## config.mk

```make
export PLATFORM = sky130hd
export DESIGN_NAME = sha1_hash_engine_unit_flat
export DESIGN_NICKNAME = d
export VERILOG_FILES = /design/src/rtl/core/sha1_pkg.sv /design/src/rtl/core/sha1_in_if.sv /design/src/rtl/core/sha1_out_if.sv /design/src/rtl/core/sha1_hash_engine_unit.sv /design/src/rtl/core/sha1_msg_buf.sv /design/src/rtl/core/sha1_round.sv /design/src/flat_wrapper.sv
export SDC_FILE = /design/constraint.sdc
export NUM_CORES = 2
export LEC_CHECK = 0
export BUFFER_PORTS_ARGS = -buffer_cell sky130_fd_sc_hd__buf_4
export CAP_MARGIN = 20
export CORE_MARGIN = 8
export CORE_UTILIZATION = 55
export DETAILED_ROUTE_END_ITERATION = 10
export PLACE_DENSITY = 0.75
export SLEW_MARGIN = 30
export SYNTH_ARGS = -nofsm -noshare
export SYNTH_HDL_FRONTEND = slang
export SYNTH_HIERARCHICAL = 1
export SYNTH_SLANG_ARGS = --single-unit
```

## constraint.sdc

```tcl
create_clock -name clk -period 9.23 [get_ports clk]
set_input_delay 0.923 -clock clk [delete_from_list [all_inputs] [get_ports clk]]
set_output_delay 0.923 -clock clk [all_outputs]
set_load 0.005 [all_outputs]
```

## src/rtl/core/sha1_pkg.sv

```systemverilog
// ----------------------------------------------------------------------------
// sha1_pkg
// Shared types and constants for the SHA-1 hash engine.
// ----------------------------------------------------------------------------
package sha1_pkg;

	localparam int unsigned WORD_W = 32;
	localparam int unsigned BYTE_W = 8;

	typedef logic [WORD_W-1:0] word_t;
	typedef word_t [4:0] hash_t;

	localparam hash_t INIT_HASH = {
		32'hC3D2E1F0, 32'h10325476, 32'h98BADCFE, 32'hEFCDAB89, 32'h67452301
	};

	localparam word_t K_R0 = 32'h5A827999;
	localparam word_t K_R1 = 32'h6ED9EBA1;
	localparam word_t K_R2 = 32'h8F1BBCDC;
	localparam word_t K_R3 = 32'hCA62C1D6;

	localparam logic [BYTE_W-1:0] PAD_MARK = 8'h80;

	localparam logic [6:0] LEN_OFFSET = 7'd56;
	localparam logic [6:0] RND_PH1    = 7'd20;
	localparam logic [6:0] RND_PH2    = 7'd40;
	localparam logic [6:0] RND_PH3    = 7'd60;
	localparam logic [6:0] RND_LAST   = 7'd79;

	typedef enum logic [6:0] {
		S_IDLE  = 7'b0000001,
		S_MARK  = 7'b0000010,
		S_ZPAD  = 7'b0000100,
		S_LEN   = 7'b0001000,
		S_ROUND = 7'b0010000,
		S_HADD  = 7'b0100000,
		S_FIN   = 7'b1000000
	} state_t;

	typedef struct packed {
		logic load;
		logic step;
		logic add;
		logic init;
	} rnd_cmd_t;

endpackage

```

## src/rtl/core/sha1_in_if.sv

```systemverilog
// ----------------------------------------------------------------------------
// sha1_in_if
// Message byte channel: valid/ready with byte, byte flag and end flag.
// ----------------------------------------------------------------------------
interface sha1_in_if;
	logic       valid;
	logic       ready;
	logic [7:0] msg_byte;
	logic       byte_valid;
	logic       last_byte;

	modport source (output valid, msg_byte, byte_valid, last_byte, input ready);
	modport sink   (input valid, msg_byte, byte_valid, last_byte, output ready);
endinterface

```

## src/rtl/core/sha1_out_if.sv

```systemverilog
// ----------------------------------------------------------------------------
// sha1_out_if
// Digest channel: valid/ready with the five digest words.
// ----------------------------------------------------------------------------
interface sha1_out_if;
	logic        valid;
	logic        ready;
	logic [31:0] digest_word0;
	logic [31:0] digest_word1;
	logic [31:0] digest_word2;
	logic [31:0] digest_word3;
	logic [31:0] digest_word4;

	modport source (output valid, digest_word0, digest_word1, digest_word2,
		digest_word3, digest_word4, input ready);
	modport sink   (input valid, digest_word0, digest_word1, digest_word2,
		digest_word3, digest_word4, output ready);
endinterface

```

## src/rtl/core/sha1_hash_engine_unit.sv

```systemverilog
// A byte that does not fill the block only shifts into the buffer; the 64th byte
// of a block also starts compression: the rounds on the shared round unit, then
// the hash add. Closing: the pad and length bytes shift in, the zero pad moves
// on to the length field, each block (one or two) is compressed, and the digest
// register is loaded. Intake is not ready while a block is compressed.
// Reset restores the initial hash and clears counts; the buffer is not cleared.
// ----------------------------------------------------------------------------
// sha1_hash_engine_unit
// SHA-1 engine: byte intake, padding sequencer, iterative compression.
// ----------------------------------------------------------------------------
module sha1_hash_engine_unit
	import sha1_pkg::*;
(
	input logic        clk,
	input logic        arst_n,
	sha1_in_if.sink    msg,
	sha1_out_if.source digest
);

	state_t      state_q, ret_q;
	logic [6:0]  fill_q;
	logic [63:0] cnt_q;
	logic [6:0]  rnd_q;
	logic        out_valid_q;
	hash_t       dig_q;

	logic        accept;
	logic        out_free;
	logic [6:0]  fill_inc;
	logic [63:0] bit_len;
	logic [7:0]  len_byte;
	logic        buf_shift;
	logic [7:0]  buf_byte;
	rnd_cmd_t    cmd;
	word_t       w_cur;
	hash_t       hash;

	assign msg.ready  = (state_q == S_IDLE);
	assign accept     = msg.valid && msg.ready;
	assign out_free   = !out_valid_q || digest.ready;
	assign fill_inc   = fill_q + 7'd1;
	assign bit_len    = {cnt_q[60:0], 3'b000};
	assign len_byte   = 8'(bit_len >> {~fill_q[2:0], 3'b000});

	assign digest.valid        = out_valid_q;
	assign digest.digest_word0 = dig_q[0];
	assign digest.digest_word1 = dig_q[1];
	assign digest.digest_word2 = dig_q[2];
	assign digest.digest_word3 = dig_q[3];
	assign digest.digest_word4 = dig_q[4];

	always_comb begin
		buf_shift = 1'b0;
		buf_byte  = msg.msg_byte;
		cmd       = '0;
		case (state_q)
			S_IDLE: begin
				if (accept && msg.byte_valid) begin
					buf_shift = 1'b1;
					cmd.load  = fill_inc[6];
				end
			end
			S_MARK: begin
				buf_shift = 1'b1;
				buf_byte  = PAD_MARK;
				cmd.load  = fill_inc[6];
			end
			S_ZPAD: begin
				if (fill_q != LEN_OFFSET) begin
					buf_shift = 1'b1;
					buf_byte  = '0;
					cmd.load  = fill_inc[6];
				end
			end
			S_LEN: begin
				buf_shift = 1'b1;
				buf_byte  = len_byte;
				cmd.load  = fill_inc[6];
			end
			S_ROUND: cmd.step = 1'b1;
			S_HADD:  cmd.add  = 1'b1;
			S_FIN:   cmd.init = out_free;
			default: cmd = '0;
		endcase
	end

	sha1_msg_buf u_buf (
		.clk        (clk),
		.shift_byte (buf_shift),
		.byte_in    (buf_byte),
		.shift_word (cmd.step),
		.w_out      (w_cur)
	);

	sha1_round u_round (
		.clk     (clk),
		.arst_n  (arst_n),
		.cmd     (cmd),
		.rnd_idx (rnd_q),
		.w_in    (w_cur),
		.hash    (hash)
	);

	always_ff @(posedge clk) begin
		if (state_q == S_FIN && out_free) begin
			dig_q <= hash;
		end
	end

	always_ff @(posedge clk or negedge arst_n) begin
		if (!arst_n) begin
			state_q     <= S_IDLE;
			ret_q       <= S_IDLE;
			fill_q      <= '0;
			cnt_q       <= '0;
			rnd_q       <= '0;
			out_valid_q <= 1'b0;
		end else begin
			if (state_q == S_FIN && out_free) begin
				out_valid_q <= 1'b1;
			end else if (digest.valid && digest.ready) begin
				out_valid_q <= 1'b0;
			end
			if (cmd.load) begin
				rnd_q <= '0;
			end
			case (state_q)
				S_IDLE: begin
					if (accept) begin
						if (msg.byte_valid) begin
							fill_q <= fill_inc;
							cnt_q  <= cnt_q + 64'd1;
							if (fill_inc[6]) begin
								state_q <= S_ROUND;
								ret_q   <= msg.last_byte ? S_MARK : S_IDLE;
							end else if (msg.last_byte) begin
								state_q <= S_MARK;
							end
						end else if (msg.last_byte) begin
							state_q <= S_MARK;
						end
					end
				end
				S_MARK: begin
					fill_q <= fill_inc;
					if (fill_inc[6]) begin
						state_q <= S_ROUND;
						ret_q   <= S_ZPAD;
					end else begin
						state_q <= S_ZPAD;
					end
				end
				S_ZPAD: begin
					if (fill_q == LEN_OFFSET) begin
						state_q <= S_LEN;
					end else begin
						fill_q <= fill_inc;
						if (fill_inc[6]) begin
							state_q <= S_ROUND;
							ret_q   <= S_ZPAD;
						end
					end
				end
				S_LEN: begin
					fill_q <= fill_inc;
					if (fill_inc[6]) begin
						state_q <= S_ROUND;
						ret_q   <= S_FIN;
					end
				end
				S_ROUND: begin
					rnd_q <= rnd_q + 7'd1;
					if (rnd_q == RND_LAST) begin
						state_q <= S_HADD;
					end
				end
				S_HADD: begin
					fill_q  <= '0;
					state_q <= ret_q;
				end
				S_FIN: begin
					if (out_free) begin
						cnt_q   <= '0;
						fill_q  <= '0;
						state_q <= S_IDLE;
					end
				end
				default: state_q <= S_IDLE;
			endcase
		end
	end

endmodule

```

## src/rtl/core/sha1_msg_buf.sv

```systemverilog
// ----------------------------------------------------------------------------
// sha1_msg_buf
// 64-byte block buffer; bytes shift in big-endian, then the same register
// runs as the 16-word message schedule window during compression.
// ----------------------------------------------------------------------------
module sha1_msg_buf
	import sha1_pkg::*;
(
	input  logic              clk,
	input  logic              shift_byte,
	input  logic [BYTE_W-1:0] byte_in,
	input  logic              shift_word,
	output word_t             w_out
);

	logic [511:0] blk_q;
	word_t        w_new;
	word_t        w_mix;

	assign w_out = blk_q[511 -: 32];
	assign w_mix = blk_q[511-32*13 -: 32] ^ blk_q[511-32*8 -: 32] ^
		blk_q[511-32*2 -: 32] ^ blk_q[511 -: 32];
	assign w_new = {w_mix[30:0], w_mix[31]};

	always_ff @(posedge clk) begin
		if (shift_word) begin
			blk_q <= {blk_q[479:0], w_new};
		end else if (shift_byte) begin
			blk_q <= {blk_q[503:0], byte_in};
		end
	end

endmodule

```

## src/rtl/core/sha1_round.sv

```systemverilog
// ----------------------------------------------------------------------------
// sha1_round
// Shared SHA-1 round unit: working registers a..e, one round per step,
// and the running hash with its end-of-block add.
// ----------------------------------------------------------------------------
module sha1_round
	import sha1_pkg::*;
(
	input  logic     clk,
	input  logic     arst_n,
	input  rnd_cmd_t cmd,
	input  logic [6:0] rnd_idx,
	input  word_t    w_in,
	output hash_t    hash
);

	hash_t hash_q;
	word_t a_q, b_q, c_q, d_q, e_q;
	word_t f_fn;
	word_t k_c;
	word_t t_sum;

	assign hash = hash_q;

	always_comb begin
		if (rnd_idx < RND_PH1) begin
			f_fn = (b_q & c_q) | (~b_q & d_q);
			k_c  = K_R0;
		end else if (rnd_idx < RND_PH2) begin
			f_fn = b_q ^ c_q ^ d_q;
			k_c  = K_R1;
		end else if (rnd_idx < RND_PH3) begin
			f_fn = (b_q & c_q) | (b_q & d_q) | (c_q & d_q);
			k_c  = K_R2;
		end else begin
			f_fn = b_q ^ c_q ^ d_q;
			k_c  = K_R3;
		end
		t_sum = {a_q[26:0], a_q[31:27]} + f_fn + e_q + k_c + w_in;
	end

	always_ff @(posedge clk) begin
		if (cmd.load) begin
			a_q <= hash_q[0];
			b_q <= hash_q[1];
			c_q <= hash_q[2];
			d_q <= hash_q[3];
			e_q <= hash_q[4];
		end else if (cmd.step) begin
			a_q <= t_sum;
			b_q <= a_q;
			c_q <= {b_q[1:0], b_q[31:2]};
			d_q <= c_q;
			e_q <= d_q;
		end
	end

	always_ff @(posedge clk or negedge arst_n) begin
		if (!arst_n) begin
			hash_q <= INIT_HASH;
		end else if (cmd.init) begin
			hash_q <= INIT_HASH;
		end else if (cmd.add) begin
			hash_q[0] <= hash_q[0] + a_q;
			hash_q[1] <= hash_q[1] + b_q;
			hash_q[2] <= hash_q[2] + c_q;
			hash_q[3] <= hash_q[3] + d_q;
			hash_q[4] <= hash_q[4] + e_q;
		end
	end

endmodule

```

## src/flat_wrapper.sv

```systemverilog
// flat-port wrapper written by rule: the top's interface ports become plain ports
module sha1_hash_engine_unit_flat import sha1_pkg::*;
  (clk, arst_n, msg_valid, msg_msg_byte, msg_byte_valid, msg_last_byte, msg_ready, digest_valid, digest_digest_word0, digest_digest_word1, digest_digest_word2, digest_digest_word3, digest_digest_word4, digest_ready);
  sha1_in_if msg_i ();
  sha1_out_if digest_i ();
  input logic clk;
  input logic arst_n;
  input wire logic [$bits(msg_i.valid)-1:0] msg_valid;
  input wire logic [$bits(msg_i.msg_byte)-1:0] msg_msg_byte;
  input wire logic [$bits(msg_i.byte_valid)-1:0] msg_byte_valid;
  input wire logic [$bits(msg_i.last_byte)-1:0] msg_last_byte;
  output wire logic [$bits(msg_i.ready)-1:0] msg_ready;
  output wire logic [$bits(digest_i.valid)-1:0] digest_valid;
  output wire logic [$bits(digest_i.digest_word0)-1:0] digest_digest_word0;
  output wire logic [$bits(digest_i.digest_word1)-1:0] digest_digest_word1;
  output wire logic [$bits(digest_i.digest_word2)-1:0] digest_digest_word2;
  output wire logic [$bits(digest_i.digest_word3)-1:0] digest_digest_word3;
  output wire logic [$bits(digest_i.digest_word4)-1:0] digest_digest_word4;
  input wire logic [$bits(digest_i.ready)-1:0] digest_ready;
  assign msg_i.valid = msg_valid;
  assign msg_i.msg_byte = msg_msg_byte;
  assign msg_i.byte_valid = msg_byte_valid;
  assign msg_i.last_byte = msg_last_byte;
  assign msg_ready = msg_i.ready;
  assign digest_valid = digest_i.valid;
  assign digest_digest_word0 = digest_i.digest_word0;
  assign digest_digest_word1 = digest_i.digest_word1;
  assign digest_digest_word2 = digest_i.digest_word2;
  assign digest_digest_word3 = digest_i.digest_word3;
  assign digest_digest_word4 = digest_i.digest_word4;
  assign digest_i.ready = digest_ready;
  sha1_hash_engine_unit u_core (.clk(clk), .arst_n(arst_n), .msg(msg_i), .digest(digest_i));
endmodule
```

==> results.yml <==
cts:
  cts_buffers: 109
  clock-sinks: 1079
  clk_latency_ns: 0.72
  ctsResizeCount: 0
  post_cts_buffers: 0
  clock_path_buffers: 3
  root_buffer: "clkbuf_16"
  cts_hold_buffers: 0
  htreeDepth: 3
  cts_tree: "built"
  path_clk_slew_ns: 0.06
synth:
  synth_compound_gate_area_share: 0.0976
  ys_seq_area_frac: 0.526
  netlist_top_cells_count: "edfxtp_1 (832), mux2_2 (603), nor2_1 (279), nand2_1 (268), inv_1 (258)"
  ys.flop_type: "edfxtp_1"
  synth_top_cell_by_area: "edfxtp_1"
  ys_warn_count: 6
  synth_cell_types: 106
  synth_area_leaders: "edfxtp_1 (42%), mux2_2 (11%), dfrtp_1 (6.9%)"
  yosys.area_share.adder: 0.0835
  synth_top_family_by_area: "multiplexers"
  synth-simple-area-share: 0.0816
  synth_edf_count: 832
  synthMuxAreaShare: 0.135
  synthDominantCellAreaShare: 0.420
  async_reset_ff_frac: 0.229
  avgSynthCellArea_um2: 12.6
  syn_nets: 5040
  netlist_area_um2: 59500
  syn_inst: 4704
  synth.most_common_cell: "edfxtp_1"
  ys_seq_elements: 1079
  synthXorXnorAreaFrac: 0.0352
grt:
  grt_pass1_vias: 37922
  grt_first_pass_wirelength_um: 216000
  grtUsageTotal: 0.229
  use_met1: 0.311
  antenna_found_initial: 4
  grt_overflow: 0
  top_usage_layer: "met2"
  grtUsageMet2: 0.377
  use_met3: 0.0283
  grt_max_degree: 202
layout:
  seqCellArea_um2: 31300
  layout.cells.non_filler: 6298
  drive_above_1_share: 0.235
  n_antenna_cell: 0
  fin_nets: 5136
  num-fill-cells: 8222
  multi_input_area_um2: 25800
  fin_area_um2: 65200
  syn_to_final_growth_pct: 9.66
flow_run:
  maxCapViolCount: 0
timing:
  tightest_slew_ns: 0.950
  fmax_mhz: 152
  drv_slew: 0
  setup_tns_ns: 0
  rsz0062_at_grt: "no"
  min_period_ns: 6.60
  hold_viol: 0
  relSlewSlack: 0.367
  setup_violations: 0
  finalCritPeriodShare: 0.715
  setup_ws_ns: 2.63
  fin_skew_ns: 0.0350
critical_path:
  cp_cell_sequence: "a41oi_2 > nand2_1 > buf_4 > inv_1 > buf_4 > nor2_2 > buf_4 > inv_1 > nor2_1 > nor2_1 > fa_1 > inv_1 > fa_1 > inv_1 > ha_1 > nand2_1 > o21ai_1 > a21oi_1 > o21ai_0 > a2111oi_4 > nor4_2 > o211ai_2 > a21oi_1 > o31ai_2"
  arrival_ns: 7.03
  path_class: "flop to flop"
  worstSetupEndpointType: "flop"
  worst_ep_required_time_ns: 9.66
  cp_top_family: "compound AO/OA/AOI/OAI gates"
  critPathSlowestCell: "fa_1"
  path_buf_inv: 7
  ff2ff_setup_slack_ns: 2.63
  worst-path-max-fanout: 20
  slowest_delay_ns: 0.54
  critical_path.most_common_cell: "inv_1"
  cp-start-kind: "flop"
drt:
  drtIter0Drc: 3602
  postRouteAntennaNets: 0
  vias_per_cell: 6.11
  vias: 38487
  drt_wl_total_um: 139000
  drc_errors: 0
  routedWlPerCell_um: 22.1
  first_pass_iters: 6
power:
  irDropWorstVdd_uv: 296
  p_leak_nw: 24.2
  powerDensity_nw_per_um2: 418
die:
  die_y_um: 345
  die_area_um2: 119000
  die_w_um: 345
  initial_core_util: 0.555
  ios: 176
  core_um2: 107000
  row_count: 120
place:
  io_buffers: 175
  dp.cells: 6089
  routabilityCongestion: 0.950
  dpl.hpwl_um: 98200
  post-place-ws_ns: 2.77
  dpl_cell_area_um2: 61400
outcome:
  status: "finished clean"
worst_hold_path:
  hold_path.class: "primary input to async pin"
-- cell usage in the layout, fill, tap and decap left out, drive strengths merged, types with 19 or more instances in the layout --
cell | synthesis | routed
edfxtp | 832 | 832
mux2 | 603 | 603
nor2 | 279 | 279
nand2 | 268 | 268
inv | 258 | 265
a21oi | 259 | 259
o21ai | 211 | 211
buf | 107 | 211
ha | 197 | 197
xnor2 | 180 | 180
dfrtp | 165 | 165
clkbuf | 117 | 132
fa | 125 | 125
mux2i | 92 | 92
dfstp | 82 | 82
nand3 | 76 | 76
a21o | 64 | 64
xor2 | 59 | 59
o31ai | 50 | 50
nor3 | 49 | 49
clkinv | 1 | 46
nand4 | 45 | 45
o211ai | 44 | 44
or3 | 39 | 39
a211oi | 37 | 37
nand2b | 36 | 36
and3 | 35 | 35
or4 | 29 | 29
nor2b | 25 | 25
a211o | 23 | 23
o21a | 21 | 21
o22ai | 20 | 20
and2 | 19 | 19
-- state kept, by name, indices dropped and copies added (netlist names) --
signal / count
u_core/digest.digest_word1: 32
u_core/state_q: 7
u_core/ret_q: 4
u_core/digest.digest_word4: 32
u_core/rnd_q: 7
u_core/digest.valid: 1
u_core/digest.digest_word0: 32
u_core/u_buf/blk_q: 512
u_core/u_round/a_q: 32
u_core/u_round/hash: 160
u_core/u_round/e_q: 32
u_core/digest.digest_word3: 32
u_core/u_round/b_q: 32
u_core/u_round/c_q: 32
u_core/digest.digest_word2: 32
u_core/fill_q: 7
u_core/u_round/d_q: 32
u_core/cnt_q: 61
-- logic make-up (layout without fill, tap and decap cells) --
| family | count (synthesis) | count (layout) |
|---|---|---|
| AOI/OAI and AO/OA | 886 | 886 |
| xor gates and xnor gates | 239 | 239 |
| adders and majority gates | 322 | 322 |
| buffers and inverters | 485 | 676 |
| DFF | 1079 | 1079 |
| muxes | 708 | 708 |
| and+or+nand+nor | 985 | 985 |
-- worst reg2reg max path: cells and delay by family (launching register included) --
family | cells | cell delay [ns]
adder cells (fa/ha/maj) | 3 | 1.39
AND/OR/NAND/NOR | 6 | 1.36
buffers and inverters | 7 | 1.32
AO/OA/AOI/OAI | 8 | 1.79
flip-flops | 1 | 0.48
-- worst paths after layout --
check	end	depth (start not counted)	from
min in group clk	u_core/ret_q[1]$_DFFE_PN0P_	2	msg_last_byte
worst max register to register	u_core/u_round/a_q[31]$_DFFE_PP_	24	u_core/rnd_q[4]$_DFFE_PN0P_
max in group asynchronous	u_core/u_round/hash[27]$_DFFE_PN0P_	3	arst_n
worst min register to register	u_core/state_q[2]$_DFFE_PN0P_	2	u_core/ret_q[2]$_DFFE_PN0P_
worst min-delay path	u_core/u_round/hash[99]$_DFFE_PN0P_	1	arst_n
worst max-delay path	u_core/u_round/a_q[31]$_DFFE_PP_	24	u_core/rnd_q[4]$_DFFE_PN0P_
-- layer usage --
layer,part of all wire,vias up
met4,0.040,0
met5,0,-
met3,0.059,266
met2,0.48,1317
li1,-,17668
met1,0.43,19236
-- through the flow --
stage	hold slack, ns	power, mW	util
global placement	0.465	22.0	0.573
detailed placement	0.463	22.4	0.573
CTS	0.127	27.2	0.607
global route	0.160	29.1	0.608
finish	0.133	27.3	0.608
floorplan	0.439	19.5	-
-- report_power, final --
group          switching, mW  internal, mW  total (mW)
registers               1.58          8.12        9.70
clock network           1.98          2.59        4.56
logic                   7.34          5.68        13.0
total                   10.9          16.4        27.3
-- final cells by class --
cell class / instances / area share
clock buffers: 132 / 0.0441
inverters: 259 / 0.0152
repair buffers: 211 / 0.0265
clock inverters: 74 / 0.0127
well taps: 1403 / 0.0269
multi-input cells: 3140 / 0.395
flip-flops and latches: 1079 / 0.479
Note: power is estimated with default switching activity, not from simulation.
